<file path="config.mk">
export PLATFORM = sky130hd
export DESIGN_NAME = usvig_ctrl
export DESIGN_NICKNAME = d
export VERILOG_FILES = /design/src/hw/rtl/usvig_pkg.sv /design/src/hw/rtl/usvig_ctrl.sv
export SDC_FILE = /design/constraint.sdc
export NUM_CORES = 1
export LEC_CHECK = 0
export ABC_AREA = 0
export ABC_CLOCK_PERIOD_IN_PS = 4850
export BUFFER_PORTS_ARGS = -buffer_cell sky130_fd_sc_hd__buf_2
export CORE_ASPECT_RATIO = 0.7
export CORE_MARGIN = 2
export CORE_UTILIZATION = 54
export DETAILED_ROUTE_END_ITERATION = 12
export PLACE_DENSITY = 0.8
export SYNTH_ARGS = -nofsm -noshare
export SYNTH_HDL_FRONTEND = slang
export SYNTH_SLANG_ARGS = --single-unit
</file>
<file path="constraint.sdc">
create_clock -name i_clk -period 4.85 [get_ports i_clk]
set_input_delay 0.97 -clock i_clk [delete_from_list [all_inputs] [get_ports i_clk]]
set_output_delay 0.97 -clock i_clk [all_outputs]
set_load 0.05 [all_outputs]
</file>
<file path="src/hw/rtl/usvig_pkg.sv">
// Shared types, constants and helper functions of the UV sphere vertex index generator.
// Used by usvig_ctrl, usvig_dp and the top level; depends on nothing else.
package usvig_pkg;

    // Width of the bit-serial divider's dividend (segment index shifted by a full turn).
    localparam int DIV_W        = 44;
    localparam int CORDIC_STEPS = 30;

    localparam logic signed [32:0] CORDIC_GAIN = 33'sd652032874;
    localparam logic signed [32:0] ONE_Q30     = 33'sd1073741824;
    localparam logic signed [63:0] S32_MAX     = 64'sd2147483647;
    localparam logic signed [63:0] S32_MIN     = -64'sd2147483648;

    // Configuration register indexes.
    localparam logic [2:0] CFG_U_SEGMENTS = 3'd0;
    localparam logic [2:0] CFG_V_SEGMENTS = 3'd1;
    localparam logic [2:0] CFG_RADIUS     = 3'd2;
    localparam logic [2:0] CFG_CENTER_X   = 3'd3;
    localparam logic [2:0] CFG_CENTER_Y   = 3'd4;
    localparam logic [2:0] CFG_CENTER_Z   = 3'd5;
    localparam logic [2:0] CFG_RANDOMNESS = 3'd6;
    localparam logic [2:0] CFG_ATTR_EN    = 3'd7;

    // Vertex component codes.
    localparam logic [3:0] COMP_POS_X   = 4'd0;
    localparam logic [3:0] COMP_POS_Y   = 4'd1;
    localparam logic [3:0] COMP_POS_Z   = 4'd2;
    localparam logic [3:0] COMP_TEX_U   = 4'd3;
    localparam logic [3:0] COMP_TEX_V   = 4'd4;
    localparam logic [3:0] COMP_NRM_X   = 4'd5;
    localparam logic [3:0] COMP_NRM_Y   = 4'd6;
    localparam logic [3:0] COMP_NRM_Z   = 4'd7;
    localparam logic [3:0] COMP_TAN_X   = 4'd8;
    localparam logic [3:0] COMP_TAN_Y   = 4'd9;
    localparam logic [3:0] COMP_TAN_Z   = 4'd10;
    localparam logic [3:0] COMP_BTAN_X  = 4'd11;
    localparam logic [3:0] COMP_BTAN_Y  = 4'd12;
    localparam logic [3:0] COMP_BTAN_Z  = 4'd13;

    // Triangle index slots of a quad.
    localparam logic [3:0] SLOT_A0 = 4'd0;
    localparam logic [3:0] SLOT_A1 = 4'd1;
    localparam logic [3:0] SLOT_A2 = 4'd2;
    localparam logic [3:0] SLOT_B0 = 4'd3;
    localparam logic [3:0] SLOT_B1 = 4'd4;
    localparam logic [3:0] SLOT_B2 = 4'd5;

    // Micro-operations, in the order a vertex runs them.
    typedef enum logic [3:0] {
        OP_DIV_VPH,
        OP_DIV_UPH,
        OP_DIV_TEXU,
        OP_DIV_TEXV,
        OP_COR_V,
        OP_COR_U,
        OP_MUL_G,
        OP_MUL_SR,
        OP_MUL_NX,
        OP_MUL_NZ,
        OP_MUL_T11,
        OP_MUL_T13,
        OP_MUL_PX,
        OP_MUL_PY,
        OP_MUL_PZ,
        OP_MUL_K
    } t_op;

    typedef enum logic [2:0] {
        ST_IDLE,
        ST_SETUP,
        ST_ISSUE,
        ST_WAIT,
        ST_EMIT
    } t_state;

    // Commands from the controller to the datapath.
    typedef struct packed {
        logic       load;
        logic       start;
        t_op        op;
        logic       emit;
        logic [3:0] comp;
        logic       last;
    } t_cmd;

    // Status from the datapath to the controller.
    typedef struct packed {
        logic        done;
        logic        action;
        logic [13:0] mask;
        logic        out_free;
    } t_status;

    // Arctangent of 2^-k as a fraction of a turn, 32-bit turn scale.
    function automatic logic [29:0] atan_turn(input logic [4:0] k);
        logic [29:0] a;
        case (k)
            5'd0:    a = 30'h20000000;
            5'd1:    a = 30'h12E4051D;
            5'd2:    a = 30'h09FB385B;
            5'd3:    a = 30'h051111D4;
            5'd4:    a = 30'h028B0D43;
            5'd5:    a = 30'h0145D7E1;
            5'd6:    a = 30'h00A2F61E;
            5'd7:    a = 30'h00517C55;
            5'd8:    a = 30'h0028BE53;
            5'd9:    a = 30'h00145F2E;
            5'd10:   a = 30'h000A2F98;
            5'd11:   a = 30'h000517CC;
            5'd12:   a = 30'h00028BE6;
            5'd13:   a = 30'h000145F3;
            5'd14:   a = 30'h0000A2F9;
            5'd15:   a = 30'h0000517C;
            5'd16:   a = 30'h000028BE;
            5'd17:   a = 30'h0000145F;
            5'd18:   a = 30'h00000A2F;
            5'd19:   a = 30'h00000517;
            5'd20:   a = 30'h0000028B;
            5'd21:   a = 30'h00000145;
            5'd22:   a = 30'h000000A2;
            5'd23:   a = 30'h00000051;
            5'd24:   a = 30'h00000028;
            5'd25:   a = 30'h00000014;
            5'd26:   a = 30'h0000000A;
            5'd27:   a = 30'h00000005;
            5'd28:   a = 30'h00000002;
            5'd29:   a = 30'h00000001;
            default: a = 30'h0;
        endcase
        return a;
    endfunction

    // Round to nearest by adding half an LSB, then floor.
    function automatic logic signed [63:0] rnd64(input logic signed [63:0] v, input int k);
        return (v + (64'sd1 <<< (k - 1))) >>> k;
    endfunction

    // Saturate to the signed 32-bit range.
    function automatic logic signed [31:0] sat32(input logic signed [63:0] v);
        logic signed [63:0] r;
        if (v > S32_MAX) begin
            r = S32_MAX;
        end else if (v < S32_MIN) begin
            r = S32_MIN;
        end else begin
            r = v;
        end
        return r[31:0];
    endfunction

endpackage

</file>
<file path="src/hw/rtl/usvig_ctrl.sv">
// Sequencing state machine of the UV sphere vertex index generator.
// Depends on usvig_pkg; drives the datapath usvig_dp through t_cmd and reads t_status.
module usvig_ctrl
    import usvig_pkg::*;
(
    input  logic    i_clk,
    input  logic    i_rst_n,
    input  logic    i_in_valid,
    output logic    o_in_ready,
    output t_cmd    o_cmd,
    input  t_status i_status
);

    t_state     r_state, n_state;
    t_op        r_op, n_op;
    logic [3:0] r_comp, n_comp;
    logic       rest_zero;

    // No enabled word remains above the current component.
    assign rest_zero = (i_status.mask & ~((14'd2 << r_comp) - 14'd1)) == 14'd0;

    always_ff @(posedge i_clk) begin
        if (!i_rst_n) begin
            r_state <= ST_IDLE;
            r_op    <= OP_DIV_VPH;
            r_comp  <= 4'd0;
        end else begin
            r_state <= n_state;
            r_op    <= n_op;
            r_comp  <= n_comp;
        end
    end

    // Next state.
    always_comb begin
        n_state = r_state;
        n_op    = r_op;
        n_comp  = r_comp;
        case (r_state)
            ST_IDLE: begin
                if (i_in_valid) begin
                    n_state = ST_SETUP;
                end
            end
            ST_SETUP: begin
                n_op    = i_status.action ? OP_MUL_K : OP_DIV_VPH;
                n_state = ST_ISSUE;
            end
            ST_ISSUE: begin
                n_state = ST_WAIT;
            end
            ST_WAIT: begin
                if (i_status.done) begin
                    if (r_op == OP_MUL_PZ || r_op == OP_MUL_K) begin
                        n_state = ST_EMIT;
                        n_comp  = 4'd0;
                    end else begin
                        n_op    = t_op'(r_op + 4'd1);
                        n_state = ST_ISSUE;
                    end
                end
            end
            ST_EMIT: begin
                if (i_status.mask == 14'd0) begin
                    n_state = ST_IDLE;
                end else if (!i_status.mask[r_comp]) begin
                    n_comp = r_comp + 4'd1;
                end else if (i_status.out_free) begin
                    if (rest_zero) begin
                        n_state = ST_IDLE;
                    end else begin
                        n_comp = r_comp + 4'd1;
                    end
                end
            end
            default: begin
                n_state = ST_IDLE;
            end
        endcase
    end

    // Outputs.
    always_comb begin
        o_in_ready  = 1'b0;
        o_cmd.load  = 1'b0;
        o_cmd.start = 1'b0;
        o_cmd.op    = r_op;
        o_cmd.emit  = 1'b0;
        o_cmd.comp  = r_comp;
        o_cmd.last  = rest_zero;
        case (r_state)
            ST_IDLE: begin
                o_in_ready = 1'b1;
                o_cmd.load = i_in_valid;
            end
            ST_ISSUE: begin
                o_cmd.start = 1'b1;
            end
            ST_EMIT: begin
                o_cmd.emit = (i_status.mask != 14'd0) && i_status.mask[r_comp]
                             && i_status.out_free;
            end
            default: begin
                o_in_ready = 1'b0;
            end
        endcase
    end

endmodule

</file>
==> impl_metrics.ini, run 1 <==
[floorplanning]
pin_count = 33
placementRows = 15
fp.dieW_um = 63.99
dieArea_mm2 = 0.002943
initial_utilization_pct = 56.18
fp.dieH_um = 45.99
coreArea_mm2 = 0.002421

[drt]
drt-initial-drc-count = 180
via_count = 1498
drc = 0
avgRoutedWirePerCell_um = 16.75
viasPerCell = 6.242
wl_mm = 4.021
drt_pass1_iterations = 4
final_antenna_net_count = 0

[worst_setup_path]
crit_path_end_kind = primary output
critPathMaxStageDelay_ns = 0.57
cpMostUsedCell = ha_1
arrival_ns = 3.64
worst-r2r-cell-count = 11
start_kind = flip-flop
critPathKind = flip-flop to primary output
reg2reg_slack_ns = 1.34
cp_max_fo = 15
worstReg2RegStart = r_comp[0]$_SDFFE_PN0P_
slowest_stage = dfxtp_1
crit_required_ns = 3.88
r2r_end = r_comp[2]$_SDFFE_PN0P_
crit_chain = inv_1 -> ha_1 -> nand2_1 -> ha_1 -> or4b_1 -> nand3_1 -> a21oi_1 -> a311o_1 -> nor4_1 -> buf_2

[final_layout]
final_area_mm2 = 0.001535
drive_above_1_share_pct = 22.33
final_common_cell = buf_2
final_cell_mix = buf_2, nand2_1, inv_1
register_area_um2 = 220.2
nets = 236
multiInputGateArea_mm2 = 0.001026
synthToLayoutAreaGrowth_pct = 12.88
final_cells = 240
n_fill_cell = 224
antenna_cells = 0

[sta]
fin_crit_sh_pct = 94.99
rsz0062_at_grt = false
fin_worst_skew_ns = 0.002758
worstMarginPinSlew_ns = 0.6595
layout_min_cycle_time_ns = 4.607
max_freq_ghz = 0.2171
hold_ws_ns = 0.6247
layout_setup_ws_ns = 0.2432
relSlewSlack_pct = 55.69
final-setup-viol-count = 0
final-hold-violation-count = 0
setup_tns_ns = 0
slew_violations = 0

[grt]
grt_overflow_total = 0
grt_antenna_before_repair = 0
first_global_vias = 1280
grtUsageTotal_pct = 29.13
grt_max_degree = 17
grt_pass1_wl_mm = 6.396

[worst_hold_path]
worstHoldPathType = flip-flop to flip-flop
whs_endpoint = r_state[1]$_SDFFE_PN0P_
hp-start = r_state[1]$_SDFFE_PN0P_
holdPathStages = 2

[synth]
syn_inst = 182
synthArstFlopShare_pct = 0
yosys.cell_types.count = 58
syn_area_mm2 = 0.001360
synth-edff-count = 0
syn_nets = 211
ys_dominant_reg_cell = dfxtp_1
synthTopCellsByArea = dfxtp_1, ha_1, nand2_1
ys_seq_area_share_pct = 16.19
syn_avg_cell_area_um2 = 7.473
yosysTopAreaCell = dfxtp_1
yosysTopAreaCellShare_pct = 16.19
yosys_warnings = 0
synth-seq-cells = 11

[clocking]
cts_setup_buffers = 0
cts_htree_levels = 1
cts_made_buffers = 3
cts_tree = built
cts_hold_buf = 0
cts.path.max_buffers = 2
clock_latency_ns = 0.27
cts_resized = 0
cts_root_buf = clkbuf_4
clock-sinks = 11
clk_pin_slew_ns = 0.07

[placed_design]
portBuffers = 32
dpl-instance-area_mm2 = 0.001509
place_inst = 236
gp_congestion = 1.008
hpwlAfterDp_mm = 3.106
dp_slack_ns = 0.6153

[power]
leakage_nw = 0.6459
peakVddDrop_uv = 128.0
power_density_mw_per_mm2 = 153.0

[job]
maxCapViolations = 0

[outcome]
outcome = completed
state kept, by name (all words and copies together), names as in the netlist:
signal	count
r_comp	4
r_op	4
r_state	3
synthesized netlist by cell type, types with 2 or more instances:
cell type / instances
a21oi_1: 2
a311o_1: 2
a31oi_1: 3
and2_1: 3
and3_1: 3
clkbuf_1: 10
dfxtp_1: 11
ha_1: 9
inv_1: 13
mux2i_1: 4
mux4_2: 3
nand2_1: 19
nand2b_1: 3
nand3_1: 12
nand3b_1: 2
nand4_1: 4
nor2_1: 10
nor2b_1: 7
nor3_1: 5
nor4_1: 4
o2111ai_1: 2
o211ai_1: 3
o21ai_0: 10
o31a_1: 2
or3_1: 2
xor2_1: 2
layout make-up:
| class | instances | share of cell area, % |
|---|---|---|
| inverter | 14 | 3.423 |
| clock buffer | 4 | 1.711 |
| multi-input combinational | 144 | 66.83 |
| sequential | 11 | 14.34 |
| tap | 34 | 2.771 |
| timing repair buffer | 33 | 10.92 |
how the worst max path moves through the flow:
stage	start	endpoint	slack (ns)	depth (start not counted)
after CTS	r_comp[0]$_SDFFE_PN0P_	o_cmd[0]	0.29	10
after global routing	r_comp[0]$_SDFFE_PN0P_	o_cmd[0]	0.07	10
after floorplan	r_comp[0]$_SDFFE_PN0P_	o_cmd[0]	0.48	12
after global placement	r_comp[0]$_SDFFE_PN0P_	o_cmd[0]	0.75	10
final	r_comp[0]$_SDFFE_PN0P_	o_cmd[0]	0.24	10
after detailed placement	r_comp[0]$_SDFFE_PN0P_	o_cmd[0]	0.62	10
metal layers:
metal / vias up / part of all wire (%) / GRT usage [%]
met5: - / 0 / 0
met4: 0 / 0 / 3.478
met3: 0 / 11 / 6.436
li1: 734 / - / -
met1: 691 / 47 / 43.43
met2: 73 / 42 / 43.96
per-stage QoR:
step	utilization [%]	total power, mW
2_1_floorplan	-	0.1484
3_5_place_dp	62.33	0.1723
3_3_place_gp	62.33	0.1703
6_report	63.41	0.2350
5_1_grt	63.41	0.2490
4_1_cts	63.41	0.2368
power by group:
part           internal (mW)  total [mW]  switching, mW
combinational         0.0246      0.0705         0.0459
clock                 0.0319      0.0631         0.0312
sequential            0.0946       0.101        0.00672
cells by family after synthesis:
logic type	Yosys count	share of synthesized area (%)
AO/OA/AOI/OAI	45	25.76
XOR/XNOR	2	1.288
multiplexers	8	8.739
AND/OR/NAND/NOR	80	31.37
buffers and inverters	27	8.372
adder cells (fa/ha/maj)	9	8.280
flip-flops	11	16.19
critical path, delay by kind of cell, from the launching register on:
family	cells	cell delay, ns
simple gates	4	1.16
fa+ha+maj	2	0.70
flops	1	0.57
buf+inv	2	0.50
compound gates	2	0.43
No activity file was read; power rests on OpenSTA's default activity.
==> run 2, diff against run 1 <==
--- a/config.mk
+++ b/config.mk
@@ -5,14 +5,15 @@
 export SDC_FILE = /design/constraint.sdc
 export NUM_CORES = 1
 export LEC_CHECK = 0
-export ABC_AREA = 0
+export ABC_AREA = 1
 export ABC_CLOCK_PERIOD_IN_PS = 4850
 export BUFFER_PORTS_ARGS = -buffer_cell sky130_fd_sc_hd__buf_2
 export CORE_ASPECT_RATIO = 0.7
 export CORE_MARGIN = 2
-export CORE_UTILIZATION = 54
+export CORE_UTILIZATION = 55
 export DETAILED_ROUTE_END_ITERATION = 12
-export PLACE_DENSITY = 0.8
+export PLACE_DENSITY = 0.81
+export SLEW_MARGIN = 20
 export SYNTH_ARGS = -nofsm -noshare
 export SYNTH_HDL_FRONTEND = slang
 export SYNTH_SLANG_ARGS = --single-unit
==> impl_metrics.ini, run 2 <==
[synth]
synthTopCellsByArea = dfxtp_1, nand2_1, nand3_1
yosys_warnings = 0
yosys.cell_types.count = 36
syn_inst = 246
synth-seq-cells = 11
syn_nets = 275
yosysTopAreaCellShare_pct = 14.55
ys_dominant_reg_cell = dfxtp_1
yosysTopAreaCell = dfxtp_1
ys_seq_area_share_pct = 14.55
synth-edff-count = 0
synth_common_cells = nand2_1, inv_1, nand3_1
synthArstFlopShare_pct = 0
syn_area_mm2 = 0.001514
synthMostInstantiatedCell = nand2_1
syn_avg_cell_area_um2 = 6.154

[drt]
viasPerCell = 5.609
wl_mm = 4.144
final_antenna_net_count = 0
drc = 0
avgRoutedWirePerCell_um = 13.28
drt-initial-drc-count = 131
drt_pass1_iterations = 5
via_count = 1750

[floorplanning]
initial_utilization_pct = 59.75
coreArea_mm2 = 0.002534
placementRows = 15
fp.dieH_um = 47.90
pin_count = 33
dieArea_mm2 = 0.003195
fp.dieW_um = 66.71

[power]
power_density_mw_per_mm2 = 155.6
comb_power_share_pct = 28.7
internal-power_uw = 176.2
sw_frac_of_total_pct = 34.41
p_sw_uw = 92.47
leakage_nw = 0.9042
peakVddDrop_uv = 146.5
clockPowerShare_pct = 33.6
power_frac_seq_pct = 37.7

[worst_setup_path]
path_buf_inv = 4
arrival_ns = 3.12
r2r_end = r_comp[2]$_SDFFE_PN0P_
critPathKind = flip-flop to primary output
cp.depth = 15
cpMostUsedCell = nand3_1
crit_path_end_kind = primary output
critPathLaunch = r_comp[0]$_SDFFE_PN0P_
cp_max_fo = 14
crit_family = simple AND/OR/NAND/NOR gates
worstReg2RegStart = r_comp[0]$_SDFFE_PN0P_
slowest_stage = dfxtp_1
reg2reg_slack_ns = 1.75
crit_end = o_cmd[0]
start_kind = flip-flop
crit_required_ns = 3.88
critPathMaxStageDelay_ns = 0.62
crit_chain = clkinv_1 -> ha_1 -> nand2_2 -> ha_1 -> inv_1 -> a21oi_1 -> nand3_1 -> nand3_1 -> nand3_1 -> nor2_1 -> nand2_1 -> nor2_2 -> nand2_2 -> inv_1 -> buf_2
worst-r2r-cell-count = 19

[clocking]
cts_setup_buffers = 0
cts_made_buffers = 3
cts_hold_buf = 0
cts.path.max_buffers = 2
clock_latency_ns = 0.24
cts_htree_levels = 1
cts_root_buf = clkbuf_8
clk_pin_slew_ns = 0.05
cts_tree = built
cts_resized = 0
clock-sinks = 11

[final_layout]
final_common_cell = nand2_1
nets = 308
antenna_cells = 0
n_fill_cell = 234
fin_util_pct = 68.15
final_cell_mix = nand2_1, inv_1, buf_2
largest_registers = r_comp: 4 flops, r_op: 4 flops, r_state: 3 flops
synthToLayoutAreaGrowth_pct = 14.05
drive_above_1_share_pct = 25.90

[worst_hold_path]
hp-start = r_op[3]$_SDFFE_PN0P_
worstHoldPathType = flip-flop to flip-flop
holdPathStages = 2

[sta]
final-setup-viol-count = 0
layout_min_cycle_time_ns = 4.087
fin_crit_sh_pct = 84.27
rsz0062_at_grt = false
slew_violations = 0
setup_tns_ns = 0
max_freq_ghz = 0.2447
fin_worst_skew_ns = 0.001325
worstMarginPinSlew_ns = 0.7414
relSlewSlack_pct = 50.51
final-hold-violation-count = 0

[grt]
grt_max_degree = 15
grt_overflow_total = 0
first_global_vias = 1385
grt_pass1_wl_mm = 6.555
grt_antenna_before_repair = 0
grtUsageTotal_pct = 27.63

[placed_design]
gp_congestion = 0.9010
hpwlAfterDp_mm = 3.280
portBuffers = 32

[job]
maxCapViolations = 0

[outcome]
outcome = completed
run 2: cell types whose count changed after synthesis, sizes merged, moves of 7 or more:
cell	previous run	this run
a21oi	2	14
clkbuf	10	0
inv	13	40
nand2	19	65
nand3	12	31
nor2	10	31
nor2b	7	0
run 2: worst register-to-register path: cells and delay by family, from the launching register on:
family | cells | cell delay (ns)
adders and majority gates | 2 | 0.62
DFF | 1 | 0.62
buffers and inverters | 2 | 0.44
and+or+nand+nor | 14 | 1.17
AOI/OAI and AO/OA | 1 | 0.16
run 2: worst min path at each step:
stage and end:
3_3_place_gp r_op[3]$_SDFFE_PN0P_, 5_1_grt r_op[3]$_SDFFE_PN0P_, 4_1_cts r_op[3]$_SDFFE_PN0P_, 6_report r_op[3]$_SDFFE_PN0P_
2_1_floorplan r_op[2]$_SDFFE_PN0P_, 3_5_place_dp r_op[3]$_SDFFE_PN0P_
run 2: power groups by stage:
| stage | registers [mW] | clock network [mW] | logic (mW) |
|---|---|---|---|
| floorplan | 0.114 | 0 | 0.0388 |
| global placement | 0.103 | 0 | 0.0748 |
| detailed placement | 0.103 | 0 | 0.0756 |
| CTS | 0.101 | 0.0909 | 0.0763 |
| global route | 0.102 | 0.0953 | 0.0831 |
| finish | 0.101 | 0.0903 | 0.0772 |
run 2: stage by stage:
step / power [mW] / std cells / hold slack (ns) / instance area (µm²) / setup WS [ns]
after floorplan: 0.1533 / 246 / 0.6012 / 1514 / 1.264
after global placement: 0.1774 / 308 / 0.5283 / 1682 / 1.217
after detailed placement: 0.1783 / 308 / 0.5366 / 1682 / 1.060
after CTS: 0.2682 / 312 / 0.5616 / 1727 / 0.7919
after global routing: 0.2801 / 312 / 0.5980 / 1727 / 0.4190
final: 0.2687 / 312 / 0.5749 / 1727 / 0.7627
run 2: metal layers:
layer  vias up  track usage, %  part of all wire, %
li1        873               -                    -
met1       778           41.00                   49
met2        93           39.00                   37
met3         6           9.412                   13
met4         0           4.082                  1.1
met5         -               0                    0
run 2: layout make-up:
| class | count | area, µm² | area share (%) |
|---|---|---|---|
| inverter | 41 | 163.9 | 9.493 |
| timing repair buffer | 32 | 160.2 | 9.275 |
| multi-input combinational | 190 | 1095 | 63.41 |
| tap | 34 | 42.54 | 2.464 |
| sequential | 11 | 220.2 | 12.75 |
| clock buffer | 4 | 45.04 | 2.609 |
run 2: logic make-up after synthesis:
| logic type | count (synthesis) | synth area share [%] |
|---|---|---|
| XOR/XNOR | 2 | 1.157 |
| AND/OR/NAND/NOR | 140 | 47.35 |
| flip-flops | 11 | 14.55 |
| buffers and inverters | 45 | 13.14 |
| adder cells (fa/ha/maj) | 9 | 7.438 |
| AO/OA/AOI/OAI | 39 | 16.37 |
